==> config.mk <==
export PLATFORM = sky130hd
export DESIGN_NAME = rpf_cmp
export DESIGN_NICKNAME = d
export VERILOG_FILES = /design/src/hw/rtl/per_source_sequence_replay_filter_top_assert.svh /design/src/hw/rtl/rpf_pkg.sv /design/src/hw/rtl/rpf_cmp.sv
export SDC_FILE = /design/constraint.sdc
export NUM_CORES = 1
export LEC_CHECK = 0
export ABC_CLOCK_PERIOD_IN_PS = 2000
export BUFFER_PORTS_ARGS = -buffer_cell sky130_fd_sc_hd__buf_4
export CELL_PAD_IN_SITES_DETAIL_PLACEMENT = 0
export CELL_PAD_IN_SITES_GLOBAL_PLACEMENT = 2
export CORE_UTILIZATION = 16
export DETAILED_ROUTE_END_ITERATION = 12
export PLACE_DENSITY_LB_ADDON = 0.3
export SETUP_SLACK_MARGIN = 0.5
export SYNTH_ARGS = -nofsm -noshare
export SYNTH_HDL_FRONTEND = slang
export SYNTH_SLANG_ARGS = --single-unit
==> constraint.sdc <==
create_clock -name vclk -period 2
set_input_delay 0.2 -clock vclk [all_inputs]
set_output_delay 0.2 -clock vclk [all_outputs]
set_load 0.02 [all_outputs]
==> src/hw/rtl/per_source_sequence_replay_filter_top_assert.svh <==
// ---------------------------------------------------------------------------
// replay filter assertion macros
// shorthand for the concurrent checks at the end of the top level
// ---------------------------------------------------------------------------
`ifndef PER_SOURCE_SEQUENCE_REPLAY_FILTER_TOP_ASSERT_SVH
`define PER_SOURCE_SEQUENCE_REPLAY_FILTER_TOP_ASSERT_SVH

// same-cycle implication, clocked on clk, off during reset
`define RPF_ASSERT_IMP(lbl, ante, cons, msg) \
	lbl: assert property (@(posedge clk) disable iff (!arst_n) (ante) |-> (cons)) \
		else $error(msg);

// next-cycle implication, clocked on clk, off during reset
`define RPF_ASSERT_NXT(lbl, ante, cons, msg) \
	lbl: assert property (@(posedge clk) disable iff (!arst_n) (ante) |=> (cons)) \
		else $error(msg);

`endif

==> src/hw/rtl/rpf_pkg.sv <==
// ---------------------------------------------------------------------------
// replay filter package
// field widths, stream widths and the shared compare unit interface types
// ---------------------------------------------------------------------------
package rpf_pkg;

	localparam int unsigned ID_W      = 64;
	localparam int unsigned SEQ_W     = 32;
	localparam int unsigned TIME_W    = 64;
	localparam int unsigned S_TDATA_W = ID_W + SEQ_W + TIME_W;
	localparam int unsigned M_TDATA_W = 8;

	// operands for the shared compare unit
	typedef struct packed {
		logic [ID_W-1:0]   a;
		logic [ID_W-1:0]   b;
		logic [TIME_W-1:0] c;
		logic [TIME_W-1:0] d;
	} cmp_req_t;

	// compare flags: a equals b, c below d, a is zero
	typedef struct packed {
		logic eq;
		logic lt;
		logic a_zero;
	} cmp_res_t;

endpackage

==> src/hw/rtl/rpf_cmp.sv <==
// ---------------------------------------------------------------------------
// replay filter compare unit
// one equality, one unsigned less-than and one zero test, shared by both scans
// ---------------------------------------------------------------------------
module rpf_cmp (
	input  rpf_pkg::cmp_req_t req,
	output rpf_pkg::cmp_res_t res
);
	import rpf_pkg::*;

	assign res.eq     = (req.a == req.b);
	assign res.lt     = (req.c < req.d);
	assign res.a_zero = (req.a == '0);

endmodule

; Word level (Yosys, flattened, before mapping)
; Index checks and enable logic that the tools add are counted.
[totals]
ff_bits = 0
in_bits = 256
output_inout_bits = 3
word_cells = 3
[op_classes]
magnitude_cmp = 1
eq_ne = 1
n_reduce_logical = 1
[ops]
columns = op, n
row1 = 64-bit equality test, 1
row2 = 64-bit logical NOT, 1
row3 = 64-bit < comparator, 1

; Longest topological paths before layout
; Gate-level depths: netlist of run 1.
[depth]
depth_word = 1
ltp_mapped = 8
mapped_depth_nobuf = 8

; Worst setup path after synthesis of run 1
; OpenSTA, ideal clock, no wires.
[synth_timing]
kind = input-to-output
from = input port req[46] in the netlist's numbering
to = output port res[1] in the netlist's numbering
arrival_time_ns = 1.748
required_time_ns = 1.800
setup_slack_ns = 0.052
path_stages = 8
n_path_buf = 0
path_cell_list = inv_1 ha_1 a21oi_2 nand2_1 a221o_1 a211o_1 a31oi_1 o311a_1
[synth_rtl]
columns = item, line
row1 = "start, declared", rpf_cmp.sv:6  ; input rpf_pkg::cmp_req_t req,
row2 = "end, declared", rpf_cmp.sv:7  ; output rpf_pkg::cmp_res_t res

==> summary by stage, run 1 <==
Cells and area
The share of final-layout standard cells stronger than drive strength 1 is 52.6%. Measured on the finished design, the core utilization comes to 34.8%. The commonest non-fill, non-tap cell in the layout is buf_4. The antenna diode count is 0. The top cell types in the final layout, fill and taps aside, are 246 x buf_4, 62 x xor2_1, 54 x inv_1. The total of fill cells in the finished design is 1,548. In the final design database the tool counted 918 nets. The area growth from synthesis to final layout is 112%. The footprint of the flip-flops and latches is 0 um^2. The final layout contains a sequential cell count of 0. The count of clock buffers in the final design is 0.

Placement
The port buffer count is 259. The detailed placement HPWL is 10.9 mm. Routability-driven placement finished with a final weighted congestion of 0.868.

Min path
The worst hold path cell count is 5. The end point of the worst hold path is res[0]. The hold path startpoint is req[198].

The min-delay analysis places its worst path in the category in -> out.

Synth
The largest total area in the synthesized netlist belongs to ha_1. Ranked by total cell area, the synthesized netlist is headed by ha_1 33%, xor2_1 23%, inv_1 9.9%. The mapped cell area is between 2000 and 2500 um^2. The number of library cell types mapped by synthesis is 28. The number of nets in the synthesized netlist is 649. During synthesis, Yosys emitted a total of 0 warnings. The register area share after synthesis is 0%. The average cell area after synthesis is approximately 7.2 um^2. The portion of synthesized cell area occupied by the leading cell type is 33.0%.

The cell count after synthesis came out at between 300 and 400.

Status
The checks that failed: negative setup slack. The flow ran to the end, but the final reports show violations.

Floorplan
The floorplan has 44 rows. The area enclosed by the die boundary is 15,400 um^2. The effective utilization at floorplan is 16.4%. The die width is 124 um. The number of top-level pins is approximately 260. The placeable core region is 14,500 um^2. The vertical die dimension is 124 um.

CTS
The hold-fix buffer count after cts is 0.

Route
After detailed routing, the total wire length is 11.5 mm. In this run, the number of DRC markers left after iteration 0 of detailed routing was 66. For this run, the detailed router's first-pass iteration total came to 4. The count of nets left with antenna violations once routing finished came out at 0. The total number of vias is 3,259. The number of remaining DRC errors is 0. In the final routed layout, each cell accounts on average for between 10 and 15 um. The average vias per placed instance is 4.17.

Timing
The number of endpoints failing setup at the final stage is 1. The normalized max-slew margin is 73.5%. The maximum achievable frequency is about 500 MHz. Setup repair after global routing could not meet its margin everywhere. The time the worst path needs with I/O delays and setup is 2.03 ns. The final max-slew violation count came to 0. Once routing completed, OpenROAD measured the worst setup slack at -0.0253 ns. The slew at the pin closest to its max-slew limit is 0.393 ns.

The final hold violation count is 0. The fraction of the cycle the final worst path needs is 101%.

Global routing
The initial antenna violation count came to 0. The pin count of the biggest net entering global routing is 4. The total overflow reported by the global router is 0. Global routing used between 10% and 20% of the available tracks. The global-route wire length before repair is 16.5 mm. The via count of the first global-routing pass is 3,470.

Run
The total of max-cap violations is 0.

Pwr
Summed over all cells, the static leakage comes to 0.00262 uW. VDD sags by at most approximately 0.10 mV. The design draws roughly 940 uW. Dividing total power by cell area gives a power density of ~180 nW/um^2.

Worst setup path
Of all nets on the critical path, the largest fanout is 2. The type of the worst setup path is in -> out. The required arrival time at the worst endpoint is 1.80 ns. The startpoint class of the critical path is an input port. The worst setup path is captured at an output port.

The data arrival at the endpoint of the critical path is 1.83 ns.
==> kinds of logic after synthesis <==
kind of cell,share of synthesized area [%]
xor+xnor,23.5
simple gates,20.4
fa+ha+maj,33.0
buf+inv,9.91
compound gates,13.2
==> area by class of cell <==
type / count / area [um^2] / share of cell area [%]
tap: 184 / 230 / 4.55
inverter: 63 / 239 / 4.72
timing repair buffer: 267 / 2090 / 41.3
multi-input combinational: 267 / 2500 / 49.4
==> stage by stage <==
stage	setup slack, ns	TNS, ns	instances	hold slack [ns]	area, um^2
after floorplan	0.249	0	330	0.571	2520
after global placement	-0.163	-0.163	779	0.785	4740
after detailed placement	-0.154	-0.154	779	0.794	4740
after CTS	-0.0581	-0.0581	780	0.797	4890
after global routing	-0.127	-0.127	781	0.811	5060
final	-0.0253	-0.0253	781	0.791	5060
==> worst max-delay path, stage by stage <==
cell     delay, ns
buf_4         0.11
ha_1          0.30
nand4_1       0.12
nor2_1        0.07
a221o_1       0.31
a211o_1       0.23
a31oi_1       0.13
o311a_1       0.20
buf_6         0.13
==> timing repair <==
action                     CTS  global route
pin swaps                   18            22
resized for setup           27            29
setup endpoints to repair    3             3
setup buffers                1             1
==> where the power goes <==
part,switching [uW],leakage (uW),total [uW],internal (uW)
combinational,378,0.00262,936,558
clock,0,0,0,0
sequential,0,0,0,0
total,378,0.00262,936,558
==> worst max-delay path by stage <==
stage,cells after the start,to,slack (ns),from
after floorplan,8,res[1],0.25,req[5]
after global placement,8,res[1],-0.16,req[110]
after detailed placement,8,res[1],-0.15,req[110]
after CTS,11,res[1],-0.06,req[44]
after global routing,10,res[1],-0.13,req[40]
final,9,res[1],-0.03,req[105]
==> routing by layer <==
metal | global-route usage (%) | vias to the layer above | part of all wire (%)
li1 | - | 1712 | -
met1 | 13.5 | 1389 | 34
met2 | 29.8 | 150 | 56
met3 | 2.84 | 8 | 8.6
met4 | 1.86 | 0 | 1.5
met5 | 0 | - | 0
==> Yosys cell counts <==
cell type and number:
nand2_1 20, nor4_1 36, a22oi_1 1, a211o_1 2
nand2b_1 1, a211oi_1 5, nand4_1 15, nor3_1 3
a21oi_1 20, a31oi_1 1, nand3_1 5, xor2_1 64
ha_1 63, o21a_1 1, o21ai_0 9, a21boi_0 1
a21oi_2 1, inv_1 63, o211ai_1 1, o21bai_1 1
a221o_1 1, o2bb2ai_1 1, a21o_1 2, nor2_1 7
and3_1 2, and4_1 1, a221oi_1 2, o311a_1 1
No activity file was read; power rests on OpenSTA's default activity.
==> run 2, diff against run 1 <==
--- a/config.mk
+++ b/config.mk
@@ -5,6 +5,7 @@
 export SDC_FILE = /design/constraint.sdc
 export NUM_CORES = 1
 export LEC_CHECK = 0
+export ABC_AREA = 1
 export ABC_CLOCK_PERIOD_IN_PS = 2000
 export BUFFER_PORTS_ARGS = -buffer_cell sky130_fd_sc_hd__buf_4
 export CELL_PAD_IN_SITES_DETAIL_PLACEMENT = 0
==> summary by stage, run 2 <==
Status
The flow ran to the end, and the final reports show no timing, DRC or antenna violations.

Floorplan
The placeable core region is 15,900 um^2. The die width is 130 um. The area enclosed by the die boundary is 16,800 um^2. From bottom edge to top edge, the die measures 130 um. The row count is 46. The number of top-level pins is between 200 and 300.

The effective utilization at floorplan is 16.4%.

Pwr
Across the VDD grid, the largest voltage drop is 0.0769 mV. The power density over cell area is approximately 190 nW/um^2. The static leakage power is 0.00281 uW. The internal portion of the total power is 602 uW. Of the total power, registers draw 0%.

The fraction of power spent switching nets is 40.7%. The total net switching power is 413 uW. The overall power of the completed layout is 1020 uW.

The share of total power dissipated in combinational logic is 100.0%. The share of total power in the clock network is 0%.

Synth
Ranked by total cell area, the synthesized netlist is headed by ha_1 30%, inv_1 13%, xor2_1 11%. The mapped cell area is approximately 2600 um^2. The commonest cells after synthesis are 88 x inv_1, 71 x nand2_1, 63 x ha_1. The number of nets handed over by synthesis was approximately 740. Counting distinct cell types in the post-synthesis netlist gives 21.

The average cell area after synthesis is about 6.3 um^2. By instance count, the leading cell after synthesis is inv_1. The number of warnings reported in the yosys synthesis log is 0. The register area share after synthesis is 0%.

The portion of synthesized cell area occupied by the leading cell type is between 30 and 40%. Summed over all instances, the cell type with the most area after synthesis is ha_1. The number of cells produced by synthesis is around 420.

Worst setup path
Walking the worst path, the cells encountered are buf_4 > inv_1 > ha_4 > nand2_2 > inv_2 > nand3_4 > nor2_4 > nand2_4 > nor4b_4 > a21oi_2 > buf_6. In this design, the largest share of critical-path delay is due to simple AND/OR/NAND/NOR gates. The data arrival at the endpoint of the critical path is around 1.5 ns.

The slowest stage of the critical path is the nor4b_4 cell. The count of cell instances traversed by the critical path is 11. Of all nets on the critical path, the largest fanout is 2. The critical path is of the in -> out type.

Data on the critical path is required at its endpoint by about 1.8 ns. The startpoint class of the critical path is an input port. Tracing the worst setup path back leads to its startpoint at req[63]. STA classifies the critical path endpoint as an output port.

The critical path ends at res[1]. The number of buffers and inverters on the critical path is 4. The largest single stage delay on the critical path is 0.29 ns.

Timing
Setup repair after global routing could not meet its margin everywhere. The final hold violation count is 0. The slew at the pin closest to its max-slew limit is 0.357 ns. After layout, the minimum clock period comes to 1.69 ns. The worst path uses 84.4% of the clock period.

Based on the critical path, the design can be clocked at up to 593 MHz. Setup violations remaining at the end of the flow were counted as 0. The final max-slew violation count is 0. For the final routed database, the setup TNS stands at 0 ns.

Measured against its own limit, the worst slew margin works out to 76.0%.

Run
The total of max-cap violations is 0.

Placement
The port buffer count is 259. The detailed placement HPWL is 10.0 mm. The placed instances occupy a cell area of 4820 um^2. The congestion estimate from routability-driven global placement came to roughly 0.85.

Route
The count of nets left with antenna violations once routing finished came out at 0. In the final routed layout, each cell accounts on average for 12.4 um. The average vias per placed instance is 3.98.

In the routed design, unresolved DRC markers number 0. Summed over all layers, the routed wires come to 11.1 mm. The number of detailed-routing iterations run before antenna repair is 4. Detailed routing inserted a total of 3,555 vias.

After the first detailed-routing iteration, the DRC count stood at between 40 and 50.

Cells and area
The total of fill cells in the finished design is 1,756. From synthesis to final layout, the design area changed by 109%. The footprint of the flip-flops and latches is 0 um^2. The antenna diode count is 0. The finished cells cover around 5400 um^2.

The share of final-layout standard cells stronger than drive strength 1 is 52.8%. The layout sequential cell count is 0. The final layout contains around 1,000 nets. The count of clock buffers in the final design is 0.

The library cell used most frequently in the layout, excluding fill and tap cells, is buf_4. The library cells used most frequently in the layout, excluding fill and tap cells, are 248 x buf_4, 70 x inv_1, 65 x nand2_1.

Min path
The startpoint identified for the worst hold timing path is req[239]. The classification of the worst-slack hold path is in -> out.

Global routing
The via count of the first global-routing pass was 3,662. Entering global routing, the biggest net connects 4 pins. The initial antenna violation count came to 0. In the global route stage, overall resource usage came out at 11.6%. The first global-routing pass estimated 15.7 mm of wire. The total overflow reported by the global router is 0.

CTS
The hold-fix buffer count after cts is 0.
[run 2: cell types whose count changed in the layout (fill, tap and decap cells not counted), moves of 14 or more]
cell     before  now
xor2_1       62   33
ha_4         11   26
a21oi_2       2   16
inv_1        54   70
nand2_1      20   65
ha_1         52   36
xnor2_1       0   15
nor2_1        7   27
[run 2: layer usage]
| metal | wire (um) | global-route usage (%) |
|---|---|---|
| met2 | 6140 | 24.2 |
| met5 | 0 | 0 |
| met3 | 612 | 1.11 |
| met4 | 27 | 0.274 |
| met1 | 4310 | 13.1 |
[run 2: worst min path at each step]
stage | to | slack [ns] | depth (start not counted)
floorplan | res[0] | 0.57 | 3
global placement | res[0] | 0.81 | 5
detailed placement | res[0] | 0.81 | 5
CTS | res[0] | 0.81 | 5
global route | res[0] | 0.84 | 5
finish | res[0] | 0.81 | 5
[run 2: tightest hold or removal path, cell delays in order]
cell     delay [ns]
buf_4          0.09
nor4_2         0.04
nand4_1        0.08
nor3b_2        0.05
buf_4          0.15
[run 2: logic make-up after synthesis]
group | Yosys count | synth area share [%]
adders and majority gates | 63 | 30.3
and+or+nand+nor | 166 | 30.3
buffers and inverters | 88 | 12.7
AOI/OAI and AO/OA | 50 | 10.3
xor gates and xnor gates | 49 | 16.5
[run 2: timing repair]
item                                   4_1_cts  5_1_grt
setup buffers                                2        1
setup endpoints to repair                    3        3
gates cloned                                 0        0
resized for setup                           35       78
pin swaps                                   30       50
endpoints found under the hold margin        0        0
[run 2: layout make-up]
type	count	area [um^2]	share of cell area (%)
inverter	88	333	6.12
multi-input combinational	328	2820	51.8
tap	216	270	4.97
timing repair buffer	262	2020	37.1
[run 2: metrics by stage]
stage          setup WS, ns  util, %  hold WS [ns]  std cells
2_1_floorplan         0.515        -         0.572        416
6_report              0.313     34.3         0.808        894
5_1_grt               0.242     34.3         0.838        894
3_5_place_dp          0.253     30.4         0.810        891
4_1_cts               0.290     31.6         0.808        893
3_3_place_gp          0.222     30.4         0.810        891
[run 2: power groups by stage]
stage                     Combinational, uW  Clock, uW  Sequential [uW]
after floorplan                         354          0                0
after global placement                  854          0                0
after detailed placement                864          0                0
after CTS                               920          0                0
after global routing                   1130          0                0
final                                  1020          0                0
==> run 3, diff against run 2 <==
--- a/config.mk
+++ b/config.mk
@@ -6,11 +6,11 @@
 export NUM_CORES = 1
 export LEC_CHECK = 0
 export ABC_AREA = 1
-export ABC_CLOCK_PERIOD_IN_PS = 2000
+export ABC_CLOCK_PERIOD_IN_PS = 1450
 export BUFFER_PORTS_ARGS = -buffer_cell sky130_fd_sc_hd__buf_4
 export CELL_PAD_IN_SITES_DETAIL_PLACEMENT = 0
 export CELL_PAD_IN_SITES_GLOBAL_PLACEMENT = 2
-export CORE_UTILIZATION = 16
+export CORE_UTILIZATION = 15
 export DETAILED_ROUTE_END_ITERATION = 12
 export PLACE_DENSITY_LB_ADDON = 0.3
 export SETUP_SLACK_MARGIN = 0.5
==> constraint.sdc (replaced) <==
create_clock -name vclk -period 1.45
set_input_delay 0.145 -clock vclk [all_inputs]
set_output_delay 0.145 -clock vclk [all_outputs]
set_load 0.02 [all_outputs]
==> summary by stage, run 3 (synthesis results as in run 2) <==
Floorplan
The row count is 47. The die width is between 100 and 150 um. The vertical die dimension is 134 um. During I/O placement, the number of pins put on the boundary was 259. Once the floorplan was initialized, standard cells occupied 15.5% of the core. The die covers 17,900 um^2. The region available for standard cell placement spans 16,800 um^2.

Route
Using the TritonRoute via totals, the vias-per-cell ratio works out to 3.94. The top layer reached by signal wires is met4. The detail route stage leaves a number of antenna-violating nets equal to 0. After detailed routing, the number of remaining DRC violations is 0. Dividing the detail-routed wire length by the instance count gives 11.8 um. The final wirelength is between 10 and 15 mm. The total length of routed met3 wires is 821 um. The met2 routed wirelength is 5.87 mm. The iteration-0 DRC count of the detailed router is 43. Across all layers, the routed design uses 3,572 vias. The first detailed-routing pass ran for 4 iterations. The sum of routed wire segments on met1 is 3.90 mm.

CTS
Hold repair after CTS inserted 0 buffers. The total setup buffers inserted after CTS is 0.

Placement
After legalization and detailed placement, the total HPWL measured 10.1 mm. The port buffer count is roughly 260. The final weighted congestion in routability-driven placement is 0.795. The placed standard-cell area is 5050 um^2. Once placement completed, the tool counted placed cells totaling 906.

Timing
Derived from the worst setup path, the maximum achievable clock frequency is 625 MHz. After layout, the minimum clock period comes to 1.60 ns. Measured against its own limit, the worst slew margin works out to just under 80%.

The number of endpoints failing setup at the final stage is 1. For the pin with the worst max-slew slack, the measured transition is 0.324 ns. Across all setup checks in the final design, the least slack found is -0.151 ns.

The final hold violation count is 0. Setup repair after global routing could not meet its margin everywhere. The fraction of the cycle the final worst path needs is 110%. The final max-slew violation count came to 0.

Global routing
The via count of the first global-routing pass came to between 3,000 and 4,000. In the global route stage, overall resource usage came out at 11.4%. After global routing the overflow that remains totals 0. The initial antenna violation count is 0. The first global-routing pass estimated approximately 17 mm of wire. Entering global routing, the biggest net connects 4 pins.

Worst setup path
The critical path in this run is classified as in -> out. The data arrival at the endpoint of the critical path is 1.46 ns. The startpoint class of the critical path is an input port. The required arrival time at the worst endpoint is 1.31 ns. The kind of end point of the critical path is an output port. The maximum fanout count along the critical path is 2.

Cells and area
The repair_antennas step left the layout with diodes totalling 0. The layout sequential cell count is 0. The count of nets after finishing is 1,007. Leaving out fill and tap cells, the most frequent cells in the layout are 247 x buf_4, 79 x inv_1, 63 x nand2_1. After the flow finishes, the layout carries non-filler instances totaling 906.

The footprint of the flip-flops and latches is 0 um^2. Clock buffers in the final layout number 0. The commonest non-fill, non-tap cell in the layout is buf_4.

The final non-filler cell area is 5420 um^2. Cells fill 32.3% of the core in the end. The area growth from synthesis to final layout is 108%.

The share of final-layout standard cells stronger than drive strength 1 is 50.1%.

Min path
The tightest min-delay check is of the in -> out type.

Status
The final reports fail on negative setup slack. The run finished, with violations left.

Pwr
In this run the power density over the cells is 253 nW/um^2. The maximum VDD drop is 0.0982 mV. In this run the static leakage power is approximately 0.0029 uW.

Run
The total of max-cap violations is 0.
-- run 3: changes by cell type in the layout (fill, tap and decap cells not counted), sizes merged --
cell / previous run / this run
buf: 262 / 270
-- run 3: critical path, cell delays in order --
cell and delay, ns:
buf_6 0.10, inv_4 0.04, ha_4 0.20, a21oi_2 0.13
nor2_1 0.06, nor3_2 0.14, nand2_1 0.09, nand2_2 0.07
nand2_2 0.06, nand2_2 0.07, nand2_4 0.07, a21oi_4 0.14
buf_6 0.13
-- run 3: timing repair --
action / 4_1_cts / 5_1_grt
pin swaps: 30 / 22
setup endpoints to repair: 3 / 3
gates resized for setup: 55 / 30
-- run 3: final timing paths --
path	startpoint	depth (start not counted)	end	slack, ns
hold / removal	req[239]	5	res[0]	0.70
setup / recovery	req[5]	13	res[1]	-0.15
-- run 3: where the power goes --
group / switching, uW / internal (uW)
clock: 0 / 0
combinational: 550 / 821
sequential: 0 / 0
-- run 3: area by class of cell --
cell class / instances / area (um^2)
fill: 1829 / 11300
inverter: 88 / 345
tap: 220 / 275
timing repair buffer: 270 / 2120
multi-input combinational: 328 / 2670
-- run 3: routing by layer --
layer / up-vias / GRT usage (%)
met5: - / 0
met4: 0 / 0.568
met3: 4 / 1.86
met2: 134 / 24.2
met1: 1523 / 11.9
li1: 1911 / -
-- run 3: metrics by stage --
stage                     hold slack (ns)  TNS, ns  worst slack (ns)  power [uW]
after floorplan                     0.481        0             0.102         509
after global placement              0.735   -0.600            -0.254        1250
after detailed placement            0.733   -0.578            -0.287        1270
after CTS                           0.711   -0.153            -0.153        1350
after global routing                0.719   -0.352            -0.282        1540
final                               0.704   -0.151            -0.151        1370
